### src/smbs_pkg.sv
package smbs_pkg;

    localparam int BOUND_BITS     = 15;
    localparam int SIZE_BITS      = 12;
    localparam int MODE_BITS      = 2;
    localparam int CFG_DATA_BITS  = 15;
    localparam int CFG_INDEX_BITS = 3;

    // w / 12 as (w * 2731) >> 15, exact for every 12-bit w
    localparam int SHRINK_BITS  = 9;
    localparam int SHRINK_MUL   = 2731;
    localparam int SHRINK_SHIFT = 15;
    localparam int PROD_BITS    = 26;

    localparam logic [MODE_BITS-1:0] MODE_STOP   = 2'd0;
    localparam logic [MODE_BITS-1:0] MODE_WRAP   = 2'd1;
    localparam logic [MODE_BITS-1:0] MODE_BOUNCE = 2'd2;
    localparam logic [MODE_BITS-1:0] MODE_DIE    = 2'd3;

    localparam logic CMD_TICK = 1'b0;
    localparam logic CMD_LOAD = 1'b1;

    localparam logic [CFG_INDEX_BITS-1:0] REG_BOUND_LEFT    = 3'd0;
    localparam logic [CFG_INDEX_BITS-1:0] REG_BOUND_TOP     = 3'd1;
    localparam logic [CFG_INDEX_BITS-1:0] REG_BOUND_RIGHT   = 3'd2;
    localparam logic [CFG_INDEX_BITS-1:0] REG_BOUND_BOTTOM  = 3'd3;
    localparam logic [CFG_INDEX_BITS-1:0] REG_SPRITE_WIDTH  = 3'd4;
    localparam logic [CFG_INDEX_BITS-1:0] REG_SPRITE_HEIGHT = 3'd5;
    localparam logic [CFG_INDEX_BITS-1:0] REG_EDGE_MODE     = 3'd6;

    localparam logic signed [BOUND_BITS-1:0] RST_BOUND_LEFT   = 15'sd0;
    localparam logic signed [BOUND_BITS-1:0] RST_BOUND_TOP    = 15'sd0;
    localparam logic signed [BOUND_BITS-1:0] RST_BOUND_RIGHT  = 15'sd640;
    localparam logic signed [BOUND_BITS-1:0] RST_BOUND_BOTTOM = 15'sd480;
    localparam logic [SIZE_BITS-1:0]         RST_SPRITE_SIZE  = 12'd32;
    localparam logic [SHRINK_BITS-1:0]       RST_SHRINK       = 9'd2;

    typedef struct packed {
        logic signed [BOUND_BITS-1:0] bound_left;
        logic signed [BOUND_BITS-1:0] bound_top;
        logic signed [BOUND_BITS-1:0] bound_right;
        logic signed [BOUND_BITS-1:0] bound_bottom;
        logic [SIZE_BITS-1:0]         sprite_width;
        logic [SIZE_BITS-1:0]         sprite_height;
        logic [SHRINK_BITS-1:0]       shrink_w;
        logic [SHRINK_BITS-1:0]       shrink_h;
        logic [MODE_BITS-1:0]         edge_mode;
    } cfg_t;

endpackage

### src/sprite_motion_bounds_step_top.sv
// Channel   Direction  Handshake            Payload
// config    in         cfg_we               cfg_index, cfg_data
// in        in         in_valid / in_stall  cmd, load_x, load_y, load_vx, load_vy
// out       out        out_valid / out_stall pos_x, pos_y, vel_x, vel_y, kill, coll_*
//
// One item per cycle unless stalled; a result is out in the cycle after its transfer.
// The position/velocity registers feed back through one pass of add, clamp and select.
// in_stall is high only while a finished result is held by out_stall.
// Reset clears position, velocity and the output valid, and loads the register defaults.
module sprite_motion_bounds_step_top
    import smbs_pkg::*;
#(
    parameter int COORD_BITS = 16,
    parameter int VEL_BITS   = 12
)
(
    input  logic                          clk,
    input  logic                          rst_n,
    input  logic                          cfg_we,
    input  logic [CFG_INDEX_BITS-1:0]     cfg_index,
    input  logic [CFG_DATA_BITS-1:0]      cfg_data,
    input  logic                          in_valid,
    output logic                          in_stall,
    input  logic                          cmd,
    input  logic signed [COORD_BITS-1:0]  load_x,
    input  logic signed [COORD_BITS-1:0]  load_y,
    input  logic signed [VEL_BITS-1:0]    load_vx,
    input  logic signed [VEL_BITS-1:0]    load_vy,
    output logic                          out_valid,
    input  logic                          out_stall,
    output logic signed [COORD_BITS-1:0]  pos_x,
    output logic signed [COORD_BITS-1:0]  pos_y,
    output logic signed [VEL_BITS-1:0]    vel_x,
    output logic signed [VEL_BITS-1:0]    vel_y,
    output logic                          kill,
    output logic signed [COORD_BITS-1:0]  coll_left,
    output logic signed [COORD_BITS-1:0]  coll_top,
    output logic signed [COORD_BITS-1:0]  coll_right,
    output logic signed [COORD_BITS-1:0]  coll_bottom
);

    cfg_t cfg_reg;
    logic [PROD_BITS-1:0] shrink_prod;

    logic signed [COORD_BITS-1:0] cur_x_reg, cur_y_reg;
    logic signed [VEL_BITS-1:0]   cur_vx_reg, cur_vy_reg;
    logic signed [COORD_BITS-1:0] cur_x_next, cur_y_next;
    logic signed [VEL_BITS-1:0]   cur_vx_next, cur_vy_next;
    logic                         kill_next, kill_reg;
    logic signed [COORD_BITS-1:0] cl_next, ct_next, cr_next, cb_next;
    logic signed [COORD_BITS-1:0] cl_reg, ct_reg, cr_reg, cb_reg;
    logic                         out_valid_reg;
    logic                         in_xfer;

    // w / 12 by reciprocal, worked out once when the size is written
    assign shrink_prod = PROD_BITS'(cfg_data[SIZE_BITS-1:0]) * PROD_BITS'(SHRINK_MUL);

    always_ff @(posedge clk or negedge rst_n)
    begin
        if (!rst_n)
        begin
            cfg_reg.bound_left    <= RST_BOUND_LEFT;
            cfg_reg.bound_top     <= RST_BOUND_TOP;
            cfg_reg.bound_right   <= RST_BOUND_RIGHT;
            cfg_reg.bound_bottom  <= RST_BOUND_BOTTOM;
            cfg_reg.sprite_width  <= RST_SPRITE_SIZE;
            cfg_reg.sprite_height <= RST_SPRITE_SIZE;
            cfg_reg.shrink_w      <= RST_SHRINK;
            cfg_reg.shrink_h      <= RST_SHRINK;
            cfg_reg.edge_mode     <= MODE_STOP;
        end
        else if (cfg_we)
        begin
            unique case (cfg_index)
                REG_BOUND_LEFT:   cfg_reg.bound_left   <= cfg_data;
                REG_BOUND_TOP:    cfg_reg.bound_top    <= cfg_data;
                REG_BOUND_RIGHT:  cfg_reg.bound_right  <= cfg_data;
                REG_BOUND_BOTTOM: cfg_reg.bound_bottom <= cfg_data;
                REG_SPRITE_WIDTH:
                begin
                    cfg_reg.sprite_width <= cfg_data[SIZE_BITS-1:0];
                    cfg_reg.shrink_w <= shrink_prod[SHRINK_SHIFT +: SHRINK_BITS];
                end
                REG_SPRITE_HEIGHT:
                begin
                    cfg_reg.sprite_height <= cfg_data[SIZE_BITS-1:0];
                    cfg_reg.shrink_h <= shrink_prod[SHRINK_SHIFT +: SHRINK_BITS];
                end
                REG_EDGE_MODE:    cfg_reg.edge_mode    <= cfg_data[MODE_BITS-1:0];
                default:
                begin
                end
            endcase
        end
    end

    smbs_step #(
        .COORD_BITS (COORD_BITS),
        .VEL_BITS   (VEL_BITS)
    ) u_step (
        .cfg         (cfg_reg),
        .cmd         (cmd),
        .load_x      (load_x),
        .load_y      (load_y),
        .load_vx     (load_vx),
        .load_vy     (load_vy),
        .cur_x       (cur_x_reg),
        .cur_y       (cur_y_reg),
        .cur_vx      (cur_vx_reg),
        .cur_vy      (cur_vy_reg),
        .next_x      (cur_x_next),
        .next_y      (cur_y_next),
        .next_vx     (cur_vx_next),
        .next_vy     (cur_vy_next),
        .kill        (kill_next),
        .coll_left   (cl_next),
        .coll_top    (ct_next),
        .coll_right  (cr_next),
        .coll_bottom (cb_next)
    );

    // take a new item whenever the result register is empty or being drained
    assign in_stall = out_valid_reg && out_stall;
    assign in_xfer  = in_valid && !in_stall;

    always_ff @(posedge clk or negedge rst_n)
    begin
        if (!rst_n)
        begin
            cur_x_reg     <= '0;
            cur_y_reg     <= '0;
            cur_vx_reg    <= '0;
            cur_vy_reg    <= '0;
            out_valid_reg <= 1'b0;
        end
        else if (in_xfer)
        begin
            cur_x_reg     <= cur_x_next;
            cur_y_reg     <= cur_y_next;
            cur_vx_reg    <= cur_vx_next;
            cur_vy_reg    <= cur_vy_next;
            out_valid_reg <= 1'b1;
        end
        else if (!out_stall)
        begin
            out_valid_reg <= 1'b0;
        end
    end

    always_ff @(posedge clk)
    begin
        if (in_xfer)
        begin
            kill_reg <= kill_next;
            cl_reg   <= cl_next;
            ct_reg   <= ct_next;
            cr_reg   <= cr_next;
            cb_reg   <= cb_next;
        end
    end

    // the state registers double as the position and velocity outputs
    assign out_valid   = out_valid_reg;
    assign pos_x       = cur_x_reg;
    assign pos_y       = cur_y_reg;
    assign vel_x       = cur_vx_reg;
    assign vel_y       = cur_vy_reg;
    assign kill        = kill_reg;
    assign coll_left   = cl_reg;
    assign coll_top    = ct_reg;
    assign coll_right  = cr_reg;
    assign coll_bottom = cb_reg;

endmodule

### src/smbs_step.sv
module smbs_step
    import smbs_pkg::*;
#(
    parameter int COORD_BITS = 16,
    parameter int VEL_BITS   = 12
)
(
    input  cfg_t                         cfg,
    input  logic                         cmd,
    input  logic signed [COORD_BITS-1:0] load_x,
    input  logic signed [COORD_BITS-1:0] load_y,
    input  logic signed [VEL_BITS-1:0]   load_vx,
    input  logic signed [VEL_BITS-1:0]   load_vy,
    input  logic signed [COORD_BITS-1:0] cur_x,
    input  logic signed [COORD_BITS-1:0] cur_y,
    input  logic signed [VEL_BITS-1:0]   cur_vx,
    input  logic signed [VEL_BITS-1:0]   cur_vy,
    output logic signed [COORD_BITS-1:0] next_x,
    output logic signed [COORD_BITS-1:0] next_y,
    output logic signed [VEL_BITS-1:0]   next_vx,
    output logic signed [VEL_BITS-1:0]   next_vy,
    output logic                         kill,
    output logic signed [COORD_BITS-1:0] coll_left,
    output logic signed [COORD_BITS-1:0] coll_top,
    output logic signed [COORD_BITS-1:0] coll_right,
    output logic signed [COORD_BITS-1:0] coll_bottom
);

    localparam int W = (COORD_BITS > 16) ? COORD_BITS + 2 : 18;
    localparam logic signed [W-1:0] CMAX = W'((64'sd1 <<< (COORD_BITS - 1)) - 64'sd1);
    localparam logic signed [W-1:0] CMIN = W'(-(64'sd1 <<< (COORD_BITS - 1)));
    localparam logic signed [VEL_BITS-1:0] VMIN = {1'b1, {(VEL_BITS-1){1'b0}}};
    localparam logic signed [VEL_BITS-1:0] VMAX = ~VMIN;

    function automatic logic signed [W-1:0] csat(input logic signed [W-1:0] v);
        logic signed [W-1:0] r;
        if (v > CMAX)
            r = CMAX;
        else if (v < CMIN)
            r = CMIN;
        else
            r = v;
        return r;
    endfunction

    function automatic logic signed [VEL_BITS-1:0] vneg(input logic signed [VEL_BITS-1:0] v);
        return (v == VMIN) ? VMAX : -v;
    endfunction

    logic signed [W-1:0] cx, cy, vxw, vyw;
    logic signed [W-1:0] bl, bt, br, bb, ww, hw, sw, sh;
    logic signed [W-1:0] sx, sy, sxw, syh;
    logic signed [W-1:0] nx, ny;
    logic signed [VEL_BITS-1:0] nvx, nvy;
    logic x_lo, x_hi, y_lo, y_hi;
    logic x_out_lo, x_out_hi, y_out_lo, y_out_hi;
    logic k;

    assign cx  = W'(cur_x);
    assign cy  = W'(cur_y);
    assign vxw = W'(cur_vx);
    assign vyw = W'(cur_vy);
    assign bl  = W'($signed(cfg.bound_left));
    assign bt  = W'($signed(cfg.bound_top));
    assign br  = W'($signed(cfg.bound_right));
    assign bb  = W'($signed(cfg.bound_bottom));
    assign ww  = W'(cfg.sprite_width);
    assign hw  = W'(cfg.sprite_height);
    assign sw  = W'(cfg.shrink_w);
    assign sh  = W'(cfg.shrink_h);

    assign sx  = csat(cx + vxw);
    assign sy  = csat(cy + vyw);
    assign sxw = sx + ww;
    assign syh = sy + hw;

    // clamp tests for stop and bounce
    assign x_lo = sx < bl;
    assign x_hi = sxw > br;
    assign y_lo = sy < bt;
    assign y_hi = syh > bb;

    // fully-outside tests for wrap and die
    assign x_out_lo = sxw < bl;
    assign x_out_hi = sx > br;
    assign y_out_lo = syh < bt;
    assign y_out_hi = sy > bb;

    always_comb
    begin
        nx  = sx;
        ny  = sy;
        nvx = cur_vx;
        nvy = cur_vy;
        k   = 1'b0;
        if (cmd == CMD_LOAD)
        begin
            nx  = W'(load_x);
            ny  = W'(load_y);
            nvx = load_vx;
            nvy = load_vy;
        end
        else
        begin
            case (cfg.edge_mode)
                MODE_BOUNCE:
                begin
                    if (x_lo)
                    begin
                        nx  = csat(bl);
                        nvx = vneg(cur_vx);
                    end
                    else if (x_hi)
                    begin
                        nx  = csat(br - ww);
                        nvx = vneg(cur_vx);
                    end
                    if (y_lo)
                    begin
                        ny  = csat(bt);
                        nvy = vneg(cur_vy);
                    end
                    else if (y_hi)
                    begin
                        ny  = csat(bb - hw);
                        nvy = vneg(cur_vy);
                    end
                end
                MODE_WRAP:
                begin
                    if (x_out_lo)
                        nx = csat(br);
                    else if (x_out_hi)
                        nx = csat(bl - ww);
                    if (y_out_lo)
                        ny = csat(bb);
                    else if (y_out_hi)
                        ny = csat(bt - hw);
                end
                MODE_DIE:
                begin
                    // hold the state on a kill
                    if (x_out_lo || x_out_hi || y_out_lo || y_out_hi)
                    begin
                        k  = 1'b1;
                        nx = cx;
                        ny = cy;
                    end
                end
                default:
                begin
                    if (x_lo)
                        nx = csat(bl);
                    else if (x_hi)
                        nx = csat(br - ww);
                    if (y_lo)
                        ny = csat(bt);
                    else if (y_hi)
                        ny = csat(bb - hw);
                    if (x_lo || x_hi || y_lo || y_hi)
                    begin
                        nvx = '0;
                        nvy = '0;
                    end
                end
            endcase
        end
    end

    assign next_x  = COORD_BITS'(nx);
    assign next_y  = COORD_BITS'(ny);
    assign next_vx = nvx;
    assign next_vy = nvy;
    assign kill    = k;

    assign coll_left   = COORD_BITS'(csat(nx + sw));
    assign coll_top    = COORD_BITS'(csat(ny + sh));
    assign coll_right  = COORD_BITS'(csat(nx + ww - sw));
    assign coll_bottom = COORD_BITS'(csat(ny + hw - sh));

endmodule

### config.mk
export PLATFORM = sky130hd
export DESIGN_NAME = sprite_motion_bounds_step_top
export DESIGN_NICKNAME = d
export VERILOG_FILES = /design/src/smbs_pkg.sv /design/src/sprite_motion_bounds_step_top.sv /design/src/smbs_step.sv
export SDC_FILE = /design/constraint.sdc
export NUM_CORES = 1
export LEC_CHECK = 0
export ABC_CLOCK_PERIOD_IN_PS = 13400
export BUFFER_PORTS_ARGS = -buffer_cell sky130_fd_sc_hd__buf_4
export CAP_MARGIN = 10
export CELL_PAD_IN_SITES_DETAIL_PLACEMENT = 0
export CELL_PAD_IN_SITES_GLOBAL_PLACEMENT = 1
export CORE_MARGIN = 2
export CORE_UTILIZATION = 28
export DETAILED_ROUTE_END_ITERATION = 8
export PLACE_DENSITY_LB_ADDON = 0.08
export SLEW_MARGIN = 10
export SYNTH_ARGS = -nofsm -noshare
export SYNTH_HDL_FRONTEND = slang
export SYNTH_HIERARCHICAL = 1
export SYNTH_SLANG_ARGS = --single-unit
### constraint.sdc
create_clock -name clk -period 13.4 [get_ports clk]
set_input_delay 2.68 -clock clk [delete_from_list [all_inputs] [get_ports clk]]
set_output_delay 2.68 -clock clk [all_outputs]
set_load 0.01 [all_outputs]
==> results.sh <==
export IMPL_outcome="complete, no violations"
export IMPL_startpoint_type="flip-flop"
export IMPL_hold_class="flip-flop to flip-flop"
export IMPL_startpoint="vel_x[11]"
export IMPL_grt_use_total_pct=23.96
export IMPL_grt_overflow_total=0
export IMPL_drc_errors=0
export IMPL_clkSinkCount=226
export IMPL_io_buffers=202
export IMPL_fin_crit_ps=12540
export IMPL_cts_buffers=30
export IMPL_slew_viol_final=0
export IMPL_placed_area_um2=30430
export IMPL_htree_levels=1
export IMPL_fp_dieH_um=314.8
export IMPL_crit_arrival_ps=12920
export IMPL_endpoint_kind="flip-flop"
export IMPL_die_area_um2=99100
export IMPL_io_pins=203
export IMPL_routed_wl_um=120900
export IMPL_drtIter0Drc=1988
export IMPL_async_flop_share_pct=71.24
export IMPL_whs_path_depth=2
export IMPL_final_area_um2=31460
export IMPL_yosysWarnings=6
export IMPL_synth_flop_cell="dfrtp_1"
export IMPL_syn_area_um2=27050
export IMPL_required_ps=13780
export IMPL_clock_skew_ps=35.61
export IMPL_path_buf_inv=2
export IMPL_clk_pin_slew_worst_paths_ps=60
export IMPL_finalSetupViolations=0
export IMPL_hold_viol=0
export IMPL_worstReg2RegEnd="coll_right[2]"
export IMPL_fp_coreArea_um2=96280
export IMPL_synth_distinct_cells=101
export IMPL_largest_reg_flops=104
export IMPL_synth_edff_count=65
export IMPL_worst_pin_slew_ps=1109
export IMPL_grt_pass1_vias=25319
export IMPL_fin_crit_sh_pct=93.62
export IMPL_r2r_slack_ps=860
export IMPL_cpMostUsedCell="a21o_1"
export IMPL_cp_endpoint="coll_right[2]"
export IMPL_syn_area_per_cell_um2=8.423
export IMPL_dr_pass1_iters=5
export IMPL_synth_cells=3211
export IMPL_syn_nets=3751
export IMPL_antenna_found_initial=7
export IMPL_detail_route_antenna_nets=0
export IMPL_relSlewSlack_pct=26.04
export IMPL_hold_slack_ps=531.5
export IMPL_placementRows=114
export IMPL_ys_ff_latch=226
export IMPL_viasPerCell=5.361
export IMPL_clockBufferDepth=3
export IMPL_start_util_pct=28.09
export IMPL_area_delta_synth_final_pct=16.33
export IMPL_fill_cells=10255
export IMPL_fin_nets=3981
export IMPL_hpwl_um=99080
export IMPL_clock_latency_ps=640
export IMPL_grt_max_degree=74
export IMPL_crit_path_max_incr_delay_ps=700
export IMPL_cp_slowest_cell="a311oi_1"
export IMPL_root_buffer="clkbuf_16"
export IMPL_wl_per_cell_um=25.49
export IMPL_die_w_um=314.8
export IMPL_r2r_cells=42
export IMPL_crit_type="flip-flop to flip-flop"
export IMPL_cts_tree="built"
export IMPL_grt_pass1_wl_um=174900
export IMPL_vias=25428
export IMPL_cp_depth=42
export IMPL_place_congestion=0.9365
export IMPL_fmax_mhz=79.72
export IMPL_cap_violations=0
export IMPL_critPathTopFamily="compound AO/OA/AOI/OAI gates"
export IMPL_r2r_start="vel_x[11]"
export IMPL_cp_max_fo=15
export IMPL_drive_gt1_share_pct=15.53
export IMPL_seq_area_frac_synth_pct=22.16
[timing repair]
item / 4_1_cts / 5_1_grt
gates resized for setup: 0 / 11
endpoints found under the setup margin: 0 / 61
hold endpoints to repair: 0 / 0
hold buffers: 0 / 0
buffers inserted: 0 / 5
[tightest hold or removal path: stages (launching register included)]
cell and delay (ps):
dfstp_2 410, nand2_1 70, nand2_1 50
[cell usage after synthesis, types with 13 or more instances]
| cell | number | area [um^2] |
|---|---|---|
| ha_1 | 394 | 4930 |
| a21oi_1 | 202 | 1011 |
| a21boi_0 | 23 | 172.7 |
| xnor2_1 | 85 | 744.5 |
| a21o_1 | 99 | 743.2 |
| a211oi_1 | 47 | 352.8 |
| nor2_1 | 230 | 863.3 |
| nand4_1 | 32 | 200.2 |
| nor3_1 | 54 | 270.3 |
| nand3_1 | 56 | 280.3 |
| mux2i_1 | 25 | 250.2 |
| nand2_1 | 317 | 1190 |
| clkbuf_1 | 76 | 285.3 |
| and2_1 | 18 | 112.6 |
| dfrtp_1 | 151 | 3779 |
| mux2_2 | 119 | 1340 |
| or2_2 | 18 | 112.6 |
| nor2b_1 | 31 | 193.9 |
| fa_1 | 66 | 1321 |
| o31ai_1 | 35 | 262.8 |
| o21a_1 | 45 | 337.8 |
| o2111ai_1 | 17 | 148.9 |
| o211ai_1 | 49 | 367.9 |
| nand2b_1 | 23 | 143.9 |
| inv_1 | 343 | 1287 |
| xor2_1 | 26 | 227.7 |
| o21ai_0 | 206 | 1031 |
| a31oi_1 | 25 | 156.4 |
| buf_2 | 13 | 65.06 |
| o22ai_1 | 23 | 143.9 |
| edfxtp_1 | 65 | 1952 |
| o21bai_1 | 14 | 105.1 |
| or3_1 | 30 | 187.7 |
| and3_1 | 16 | 100.1 |
[stage by stage]
stage / TNS, ps / setup slack [ps] / cells / util [%]
after detailed placement: 0 / 310.3 / 4679 / 31.61
after global routing: -547.4 / -55.73 / 4741 / 32.67
after CTS: 0 / 221.1 / 4735 / 32.60
after global placement: 0 / 441.1 / 4679 / 31.61
final: 0 / 855.3 / 4743 / 32.68
after floorplan: 0 / 2179 / 3211 / -
[metal layers]
| layer | vias to the layer above | global-route usage [%] | wire length (um) |
|---|---|---|---|
| li1 | 12103 | - | - |
| met1 | 12467 | 35.60 | 58870 |
| met2 | 761 | 36.34 | 51410 |
| met3 | 95 | 4.039 | 8404 |
| met4 | 2 | 4.361 | 2214 |
| met5 | - | 0 | 11 |
[placed cells by master, fill, tap and decap left out, types with 26 or more instances in the layout]
| cell | count |
|---|---|
| ha_1 | 394 |
| a21o_1 | 99 |
| clkbuf_16 | 33 |
| mux2_2 | 119 |
| o211ai_1 | 49 |
| edfxtp_1 | 65 |
| buf_4 | 293 |
| dfrtp_1 | 150 |
| o21a_1 | 45 |
| a21oi_1 | 200 |
| fa_1 | 66 |
| nor2_1 | 228 |
| nor2b_1 | 30 |
| xor2_1 | 26 |
| nand4_1 | 32 |
| or3_1 | 30 |
| nand2_1 | 316 |
| a211oi_1 | 46 |
| inv_1 | 343 |
| o21ai_0 | 204 |
| xnor2_1 | 85 |
| o31ai_1 | 34 |
| nor3_1 | 54 |
| nand3_1 | 55 |
[cell families after synthesis]
| family | count (synthesis) | synth area share [%] |
|---|---|---|
| adder cells (fa/ha/maj) | 461 | 23.15 |
| XOR/XNOR | 111 | 3.594 |
| multiplexers | 145 | 5.921 |
| AND/OR/NAND/NOR | 874 | 14.97 |
| buffers and inverters | 442 | 6.314 |
| flip-flops | 226 | 22.16 |
| AO/OA/AOI/OAI | 952 | 23.89 |
[worst min path at each step]
| stage | start | endpoint | slack (ps) |
|---|---|---|---|
| 4_1_cts | cfg_reg[37] | cfg_reg[37] | 540 |
| 5_1_grt | cfg_reg[89] | cfg_reg[89] | 570 |
| 6_report | cfg_reg[37] | cfg_reg[37] | 530 |
| 3_3_place_gp | cfg_reg[62] | cfg_reg[62] | 530 |
| 3_5_place_dp | cfg_reg[37] | cfg_reg[37] | 530 |
| 2_1_floorplan | cfg_reg[25] | cfg_reg[25] | 470 |
[final cells by class]
cell class | instances | area [um^2] | share of cell area [%]
inverter | 346 | 1301 | 4.136
tap | 1276 | 1597 | 5.074
clock inverter | 12 | 86.33 | 0.2744
antenna | 2 | 5.005 | 0.01591
sequential | 226 | 5995 | 19.05
timing repair buffer | 294 | 2211 | 7.027
clock buffer | 44 | 867.1 | 2.756
multi-input combinational | 2543 | 19400 | 61.67
Power is not shown: default switching activity piles up to over one toggle a cycle in this logic, so the estimate is an artifact.
